## config.mk

```make
export PLATFORM = sky130hd
export DESIGN_NAME = bresenham_line_point_generator_core_flat
export DESIGN_NICKNAME = d
export VERILOG_FILES = /design/src/hw/rtl/blpg_pkg.sv /design/src/hw/rtl/blpg_in_if.sv /design/src/hw/rtl/blpg_out_if.sv /design/src/hw/rtl/bresenham_line_point_generator_core.sv /design/src/flat_wrapper.sv
export SDC_FILE = /design/constraint.sdc
export NUM_CORES = 1
export LEC_CHECK = 0
export BUFFER_PORTS_ARGS = -buffer_cell sky130_fd_sc_hd__clkbuf_2
export CAP_MARGIN = 25
export CORE_ASPECT_RATIO = 1.2
export CORE_UTILIZATION = 43
export CTS_CLUSTER_DIAMETER = 150
export DETAILED_ROUTE_END_ITERATION = 6
export MAX_ROUTING_LAYER = met4
export PLACE_DENSITY = 0.68
export SETUP_SLACK_MARGIN = 0.02
export SLEW_MARGIN = 0
export SYNTH_ARGS = -nofsm -noshare
export SYNTH_HDL_FRONTEND = slang
export SYNTH_SLANG_ARGS = --single-unit
```

## constraint.sdc

```tcl
create_clock -name i_clk -period 19.4 [get_ports i_clk]
set_input_delay 5.82 -clock i_clk [delete_from_list [all_inputs] [get_ports i_clk]]
set_output_delay 5.82 -clock i_clk [all_outputs]
set_load 0.02 [all_outputs]
```

## src/hw/rtl/blpg_pkg.sv

```systemverilog
// Shared types and constants for the Bresenham line point generator.
package blpg_pkg;

    // Coordinate width and derived widths of the decision arithmetic
    localparam int COORD_BITS = 12;
    localparam int ERR_W      = COORD_BITS + 3;   // signed error term / diagonal step
    localparam int INC_S_W    = COORD_BITS + 2;   // straight step, always non-negative

    // Request actions
    typedef enum logic {
        ACT_LOAD = 1'b0,
        ACT_STEP = 1'b1
    } t_action;

    // Input request payload
    typedef struct packed {
        t_action                 action;
        logic [COORD_BITS-1:0]   x_start;
        logic [COORD_BITS-1:0]   y_start;
        logic [COORD_BITS-1:0]   x_end;
        logic [COORD_BITS-1:0]   y_end;
    } t_in_req;

    // Output request payload
    typedef struct packed {
        logic                    point_valid;
        logic [COORD_BITS-1:0]   point_x;
        logic [COORD_BITS-1:0]   point_y;
        logic [COORD_BITS-1:0]   point_index;
        logic                    last_point;
    } t_out_req;

endpackage

```

## src/hw/rtl/blpg_in_if.sv

```systemverilog
// Valid/ready channel carrying line load and step requests.
interface blpg_in_if;
    import blpg_pkg::*;

    logic    valid;
    logic    ready;
    t_in_req data;

    modport source (output valid, output data, input ready);
    modport sink   (input valid, input data, output ready);
endinterface

```

## src/hw/rtl/blpg_out_if.sv

```systemverilog
// Valid/ready channel carrying generated line points.
interface blpg_out_if;
    import blpg_pkg::*;

    logic     valid;
    logic     ready;
    t_out_req data;

    modport source (output valid, output data, input ready);
    modport sink   (input valid, input data, output ready);
endinterface

```

## src/hw/rtl/bresenham_line_point_generator_core.sv

```systemverilog
// Bresenham line walker: load endpoints, then emit one line point per step request.
// Every request returns exactly one result. The block takes one request per clock unless
// the output stalls; each result passes the input register and then the
// result register. The walk state (position, error term, index) updates with a single
// add and compare per request, so back-to-back steps sustain one point per clock; only
// backpressure on the output channel slows it. A load request or a step with no active
// line returns point_valid = 0 with all other fields zero.
module bresenham_line_point_generator_core (
    input  logic        i_clk,
    input  logic        i_rst_n,
    blpg_in_if.sink     i_in,
    blpg_out_if.source  o_out
);
    import blpg_pkg::*;

    // Input register
    logic     r_s1_valid;
    t_in_req  r_s1_req;

    // Result register
    logic     r_out_valid;
    t_out_req r_out_data;

    // Walk state
    logic [COORD_BITS-1:0] r_cur_x, n_cur_x;
    logic [COORD_BITS-1:0] r_cur_y, n_cur_y;
    logic [COORD_BITS-1:0] r_major_end, n_major_end;
    logic [ERR_W-1:0]      r_error_term, n_error_term;
    logic [INC_S_W-1:0]    r_inc_straight, n_inc_straight;
    logic [ERR_W-1:0]      r_inc_diagonal, n_inc_diagonal;
    logic                  r_minor_negative, n_minor_negative;
    logic                  r_y_is_major, n_y_is_major;
    logic                  r_line_active, n_line_active;
    logic [COORD_BITS-1:0] r_step_count, n_step_count;
    t_out_req              n_out_data;

    logic s2_free;
    logic s1_adv;

    // Handshake: result register frees when empty or being drained
    assign s2_free      = !r_out_valid || o_out.ready;
    assign s1_adv       = r_s1_valid && s2_free;
    assign i_in.ready   = !r_s1_valid || s2_free;
    assign o_out.valid  = r_out_valid;
    assign o_out.data   = r_out_data;

    // Input stage
    always_ff @(posedge i_clk) begin
        if (!i_rst_n) begin
            r_s1_valid <= 1'b0;
        end else if (i_in.ready) begin
            r_s1_valid <= i_in.valid;
        end
        if (i_in.valid && i_in.ready) begin
            r_s1_req <= i_in.data;
        end
    end

    // Load setup and walk step
    always_comb begin
        logic [COORD_BITS-1:0] dx, dy, dmaj, dmin;
        logic [COORD_BITS-1:0] sx, sy, ex, ey;
        logic [COORD_BITS-1:0] major_now;
        logic                  last;
        logic                  diag;

        n_cur_x          = r_cur_x;
        n_cur_y          = r_cur_y;
        n_major_end      = r_major_end;
        n_error_term     = r_error_term;
        n_inc_straight   = r_inc_straight;
        n_inc_diagonal   = r_inc_diagonal;
        n_minor_negative = r_minor_negative;
        n_y_is_major     = r_y_is_major;
        n_line_active    = r_line_active;
        n_step_count     = r_step_count;
        n_out_data       = '0;

        dx = (r_s1_req.x_start > r_s1_req.x_end) ? r_s1_req.x_start - r_s1_req.x_end
                                                 : r_s1_req.x_end - r_s1_req.x_start;
        dy = (r_s1_req.y_start > r_s1_req.y_end) ? r_s1_req.y_start - r_s1_req.y_end
                                                 : r_s1_req.y_end - r_s1_req.y_start;
        sx = r_s1_req.x_start;
        sy = r_s1_req.y_start;
        ex = r_s1_req.x_end;
        ey = r_s1_req.y_end;
        dmaj = dx;
        dmin = dy;

        major_now = r_y_is_major ? r_cur_y : r_cur_x;
        last      = major_now >= r_major_end;
        diag      = !r_error_term[ERR_W-1];

        unique case (r_s1_req.action)
            ACT_LOAD: begin
                n_y_is_major = dy > dx;
                // Start from the lower end of the major axis
                if (n_y_is_major) begin
                    if (!(r_s1_req.y_start < r_s1_req.y_end)) begin
                        sx = r_s1_req.x_end;   sy = r_s1_req.y_end;
                        ex = r_s1_req.x_start; ey = r_s1_req.y_start;
                    end
                    n_minor_negative = ex < sx;
                    n_major_end      = ey;
                    dmaj             = dy;
                    dmin             = dx;
                end else begin
                    if (!(r_s1_req.x_start < r_s1_req.x_end)) begin
                        sx = r_s1_req.x_end;   sy = r_s1_req.y_end;
                        ex = r_s1_req.x_start; ey = r_s1_req.y_start;
                    end
                    n_minor_negative = ey < sy;
                    n_major_end      = ex;
                end
                n_cur_x        = sx;
                n_cur_y        = sy;
                n_error_term   = {2'b00, dmin, 1'b0} - {3'b000, dmaj};
                n_inc_straight = {1'b0, dmin, 1'b0};
                n_inc_diagonal = {2'b00, dmin, 1'b0} - {2'b00, dmaj, 1'b0};
                n_step_count   = '0;
                n_line_active  = 1'b1;
            end
            ACT_STEP: begin
                if (r_line_active) begin
                    n_out_data.point_valid = 1'b1;
                    n_out_data.point_x     = r_cur_x;
                    n_out_data.point_y     = r_cur_y;
                    n_out_data.point_index = r_step_count;
                    n_out_data.last_point  = last;
                    if (last) begin
                        n_line_active = 1'b0;
                    end else begin
                        // Major axis always advances; minor only on a diagonal step
                        if (r_y_is_major) begin
                            n_cur_y = r_cur_y + 1'b1;
                            if (diag) begin
                                n_cur_x = r_minor_negative ? r_cur_x - 1'b1 : r_cur_x + 1'b1;
                            end
                        end else begin
                            n_cur_x = r_cur_x + 1'b1;
                            if (diag) begin
                                n_cur_y = r_minor_negative ? r_cur_y - 1'b1 : r_cur_y + 1'b1;
                            end
                        end
                        n_error_term = diag ? r_error_term + r_inc_diagonal
                                            : r_error_term + {1'b0, r_inc_straight};
                        n_step_count = r_step_count + 1'b1;
                    end
                end
            end
            default: ;
        endcase
    end

    // Walk state and result register
    always_ff @(posedge i_clk) begin
        if (!i_rst_n) begin
            r_out_valid      <= 1'b0;
            r_cur_x          <= '0;
            r_cur_y          <= '0;
            r_major_end      <= '0;
            r_error_term     <= '0;
            r_inc_straight   <= '0;
            r_inc_diagonal   <= '0;
            r_minor_negative <= 1'b0;
            r_y_is_major     <= 1'b0;
            r_line_active    <= 1'b0;
            r_step_count     <= '0;
        end else begin
            if (s2_free) begin
                r_out_valid <= r_s1_valid;
            end
            if (s1_adv) begin
                r_cur_x          <= n_cur_x;
                r_cur_y          <= n_cur_y;
                r_major_end      <= n_major_end;
                r_error_term     <= n_error_term;
                r_inc_straight   <= n_inc_straight;
                r_inc_diagonal   <= n_inc_diagonal;
                r_minor_negative <= n_minor_negative;
                r_y_is_major     <= n_y_is_major;
                r_line_active    <= n_line_active;
                r_step_count     <= n_step_count;
            end
        end
        if (s1_adv) begin
            r_out_data <= n_out_data;
        end
    end

endmodule

```

## src/flat_wrapper.sv

```systemverilog
// flat-port wrapper written by rule: the top's interface ports become plain ports
module bresenham_line_point_generator_core_flat import blpg_pkg::*;
  (i_clk, i_rst_n, i_in_valid, i_in_data, i_in_ready, o_out_valid, o_out_data, o_out_ready);
  blpg_in_if i_in_i ();
  blpg_out_if o_out_i ();
  input  logic i_clk;
  input  logic i_rst_n;
  input wire logic [$bits(i_in_i.valid)-1:0] i_in_valid;
  input wire logic [$bits(i_in_i.data)-1:0] i_in_data;
  output wire logic [$bits(i_in_i.ready)-1:0] i_in_ready;
  output wire logic [$bits(o_out_i.valid)-1:0] o_out_valid;
  output wire logic [$bits(o_out_i.data)-1:0] o_out_data;
  input wire logic [$bits(o_out_i.ready)-1:0] o_out_ready;
  assign i_in_i.valid = i_in_valid;
  assign i_in_i.data = i_in_data;
  assign i_in_ready = i_in_i.ready;
  assign o_out_valid = o_out_i.valid;
  assign o_out_data = o_out_i.data;
  assign o_out_i.ready = o_out_ready;
  bresenham_line_point_generator_core u_core (.i_clk(i_clk), .i_rst_n(i_rst_n), .i_in(i_in_i), .o_out(o_out_i));
endmodule
```

==> Word-level counts from Yosys, hierarchy flattened <==
Cells that the tools add are included.
{ "word_totals": {"out_inout_bits": 40, "input_bits": 53, "ff_bits": 182} }
{ "op_classes": {"reduce_logical": 11, "muxes": 50, "order_cmp": 8, "bitwise_logic": 1, "add_sub_neg": 13, "n_eq_ne": 4} }
{ "op_table": {"columns": ["operator", "n"], "rows": [
  ["$mux W12", 38],
  ["$pmux W12 S2", 3],
  ["$lt A12 B12 Y1", 4],
  ["$sub A12 B12 Y12", 4],
  ["$mux W15", 3],
  ["$mux W38", 1],
  ["$add A12 B1 Y12 const B", 3],
  ["$gt A12 B12 Y1", 3],
  ["$pmux W15 S2", 1],
  ["$sub A12 B1 Y12 const B", 2],
  ["$add A15 B13 Y15", 1],
  ["$add A15 B15 Y15", 1],
  ["$sub A13 B12 Y14", 1],
  ["$sub A13 B13 Y14", 1],
  ["$ge A12 B12 Y1", 1],
  ["$reduce_and A4 Y1", 2],
  ["$ne A3 B3 Y1 const B", 2],
  ["$ne A2 B2 Y1 const B", 2],
  ["$reduce_and A2 Y1", 2],
  ["$mux W1", 3],
  ["$reduce_and A3 Y1", 1],
  ["$logic_and A1 B1 Y1", 2],
  ["$logic_not A1 Y1", 2],
  ["$logic_or A1 B1 Y1", 2],
  ["other kinds (2)", 2]
]} }

==> Logic depth before layout (Yosys ltp) <==
{ "depth": {"ltp_word": 7, "mapped_depth": 37, "depth_no_buf": 33} }

==> Worst setup path before layout <==
OpenSTA, ideal clock, no wires.
{ "synth_path": {"path_type": "input port to output port", "startpoint": "input o_out_ready", "endpoint": "output i_in_ready", "slack_ns": 7.408, "required_time_ns": 13.580, "t_arrival_ns": 6.172, "path_buffers": 0, "stages": 2, "path_cell_list": "nor2b_1 -> nand2_1"} }
{ "synth_between": {"elab_chain_cells": 2} }
{ "synth_lines": {"columns": ["item", "line", "text"], "rows": [
  ["from (decl)", "flat_wrapper.sv:13", "input wire logic [$bits(o_out_i.ready)-1:0] o_out_ready;"],
  ["$logic_or A1 B1 Y1", "bresenham_line_point_generator_core.sv:41", "assign s2_free = !r_out_valid || o_out.ready;"],
  ["$logic_or A1 B1 Y1", "bresenham_line_point_generator_core.sv:43", "assign i_in.ready = !r_s1_valid || s2_free;"],
  ["to (decl)", "flat_wrapper.sv:10", "output wire logic [$bits(i_in_i.ready)-1:0] i_in_ready;"]
]} }
No other way between the ends.

==> Final worst setup path <==
Same ends and word-level chain as after synthesis.

==> impl_metrics.csv <==
group,metric,value,unit
critical_path,critPathCaptureType,"primary output",
die,io_pins,93,
sta,setup_viol,0,
die,coreArea,0.0306,mm2
synth,synthXorXnorAreaFrac,2.55,%
synth,ys.flop_type,"dfxtp_1",
clocking,cts_buffers,17,
synth,async_flop_share,0,%
clocking,cts_resized,0,
worst_hold_path,hp-class,"flip-flop to flip-flop",
die,dieArea,0.0319,mm2
pwr,ir_worst_vdd,0.0572,mV
placed_design,dp_cells,2056,
synth,ys_seq_area_share,33.2,%
sta,max_freq,82.0,MHz
sta,hold_ws,450,ps
cells_and_area,multi_input_area,0.00821,mm2
synth,synthMuxAreaShare,3.86,%
clocking,path_clk_slew,70,ps
sta,min_period,12200,ps
synth,synth_area,0.0134,mm2
synth,synth_area_per_cell,8.15,um2
global_route,grt_pass1_vias,11200,
clocking,clk_path_buf_depth,2,
synth,yosysWarnings,0,
critical_path,required,13580,ps
route,via_per_inst,5.87,
sta,finalClockSkew,10.8,ps
cells_and_area,regArea,0.00445,mm2
critical_path,path_class,"input port to primary output",
sta,max-slew-margin-rel,34.7,%
global_route,grt_antenna_before_repair,1,
synth,synth.most_common_cell,"nand2_1",
placed_design,place_congestion,0.936,
synth,synth_top_family_by_area,"compound AO/OA/AOI/OAI gates",
clocking,cts_htree_levels,4,
clocking,clk_latency,440,ps
synth,synth_nets,1797,
synth,synth_fa_ha_area_share,9.85,%
sta,fin_setup_tns,0,ps
route,drt-initial-drc-count,1036,
critical_path,cpMostUsedCell,"clkbuf_2",
synth,ys_types,78,
pwr,pwr-share-seq,26.6,%
synth,synthCells,1643,
global_route,grt_overflow,0,
outcome,status,"completed",
sta,worst-slew-pin-transition,979,ps
synth,synth_edf_count,87,
route,first_pass_iters,5,
global_route,track_usage,24.2,%
pwr,power_density,115,mW/mm2
cells_and_area,antenna_cells,0,
sta,hold_viol_final,0,
flow_run,maxCapViolations,0,
placed_design,port_buffers,92,
route,vias,12300,
critical_path,cp_data_arrival_time,6380,ps
synth,synth_area_leaders,"edfxtp_1, dfxtp_1, ha_1, a21oi_1, nand2_1",
cells_and_area,fin_cells,2088,
global_route,grt_start_max_net_pins,85,
cells_and_area,nFillCells,2972,
synth,ys_ff_latch,179,
critical_path,critPathLaunchType,"input port",
cells_and_area,layout-drive-gt1-share,11.3,%
synth,synth_commonest_cells,"nand2_1, a21oi_1, nor2_1, o21ai_0, inv_1",
cells_and_area,finalNetCount,1833,
global_route,grt_pass1_wl,59100,um
pwr,switching_share,44.6,%
route,drc_errors,0,
pwr,p_total,1.70,mW
synth,synth_compound_area_share,23.2,%
critical_path,crit_fanout,4,
sta,rsz0062_at_grt,"no",
synth,synthSimpleGateAreaFrac,21.5,%
die,std_cell_rows,70,
cells_and_area,final_core_util,48.3,%
critical_path,crit_path_cell_trace,"clkbuf_2 > nor2b_1 > nand2_1 > clkbuf_2",
cells_and_area,syn_to_final_growth,10.2,%
route,wl_per_cell,17.6,um
die,start_util,43.8,%
sta,drv_slew,0,
clocking,cts.hold.buffers_added,0,
route,drtAntennaViolNets,0,
synth,yosysTopAreaCell,"edfxtp_1",
sta,post-route-period-util,62.9,%
die,die_h,195,um
critical_path,critPathMaxStageDelay,220,ps
pwr,p_sw,0.758,mW
pwr,p_clk_share,21.2,%
clocking,cts_sinks,179,
route,totalWireLength,36800,um
pwr,p_leak,5.93,nW
clocking,cts_tree,"built",
clocking,cts_post_setup_buffers_inserted,0,
placed_design,hpwl,27300,um
critical_path,worst_path_max_delay_cell,"nor2b_1",
pwr,p_comb_share,52.3,%
synth,synth.top_cell.area_share,19.5,%
clocking,ctsRootBufferMaster,"clkbuf_16",
die,die_x,163,um
pwr,internal_power,0.939,mW
[final timing paths]
path	slack (ps)	start	end	cells after the start
setup reg to reg	10850	u_core.r_s1_req[15]	u_core.r_error_term[10]	28
setup / recovery	7200	o_out_ready	i_in_ready	4
hold reg to reg	450	u_core.r_inc_diagonal[6]	u_core.r_inc_diagonal[6]	2
hold / removal	450	u_core.r_inc_diagonal[6]	u_core.r_inc_diagonal[6]	2
[per-stage QoR]
stage | area, um2 | setup slack, ps
global route | 14800 | 7140
finish | 14800 | 7200
CTS | 14800 | 7190
global placement | 14200 | 7230
floorplan | 13400 | 7410
detailed placement | 14200 | 7200
[registers in the layout, summed over array words and instances (netlist names)]
signal,cells
u_core.r_cur_x,12
u_core.o_out.data,38
u_core.r_error_term,14
u_core.r_y_is_major,1
u_core.r_cur_y,12
u_core.r_major_end,12
u_core.r_step_count,12
u_core.r_minor_negative,1
u_core.r_inc_diagonal,13
u_core.o_out.valid,1
u_core.r_line_active,1
u_core.r_s1_valid,1
u_core.r_s1_req,49
u_core.r_inc_straight,12
[layout make-up]
cell class / instances / share of cell area, %
repair buffers: 108 / 3.93
inverters: 110 / 2.80
clock inverters: 14 / 1.10
flip-flops and latches: 179 / 30.2
multi-input cells: 1263 / 55.6
clock buffers: 18 / 3.05
well taps: 396 / 3.36
[critical path, delay by kind of cell]
family | cells | cell delay [ps]
buffers and inverters | 2 | 240
and+or+nand+nor | 2 | 320
[cells in the final DEF (no fill, tap or decap), types with 23 or more instances in the layout]
cell type,count
nand2_1,181
a21oi_1,136
nor2_1,118
o21ai_0,113
inv_1,109
ha_1,95
clkbuf_2,92
dfxtp_1,92
edfxtp_1,87
nor3_1,60
nand3_1,47
o211ai_1,46
and3_1,42
mux2_2,29
and2_1,27
xnor2_1,25
a211oi_1,23
[power groups by stage]
stage / Sequential, mW / Combinational (mW) / Clock, mW
floorplan: 0.454 / 0.650 / 0
global placement: 0.458 / 0.864 / 0
detailed placement: 0.459 / 0.873 / 0
CTS: 0.450 / 0.877 / 0.367
global route: 0.455 / 0.977 / 0.383
finish: 0.451 / 0.887 / 0.359
[layer usage]
layer | global-route usage (%) | wire length (um)
met5 | - | 0
met4 | 9.52 | 1120
met3 | 2.91 | 1790
met2 | 37.7 | 17000
met1 | 31.7 | 16800
[kinds of logic (layout without fill, tap and decap cells)]
family | Yosys count | count (layout)
multiplexers | 48 | 48
AO/OA/AOI/OAI | 480 | 480
AND/OR/NAND/NOR | 594 | 594
buffers and inverters | 201 | 250
flip-flops | 179 | 179
adder cells (fa/ha/maj) | 102 | 102
XOR/XNOR | 39 | 39
(Power assumes the default switching activity.)
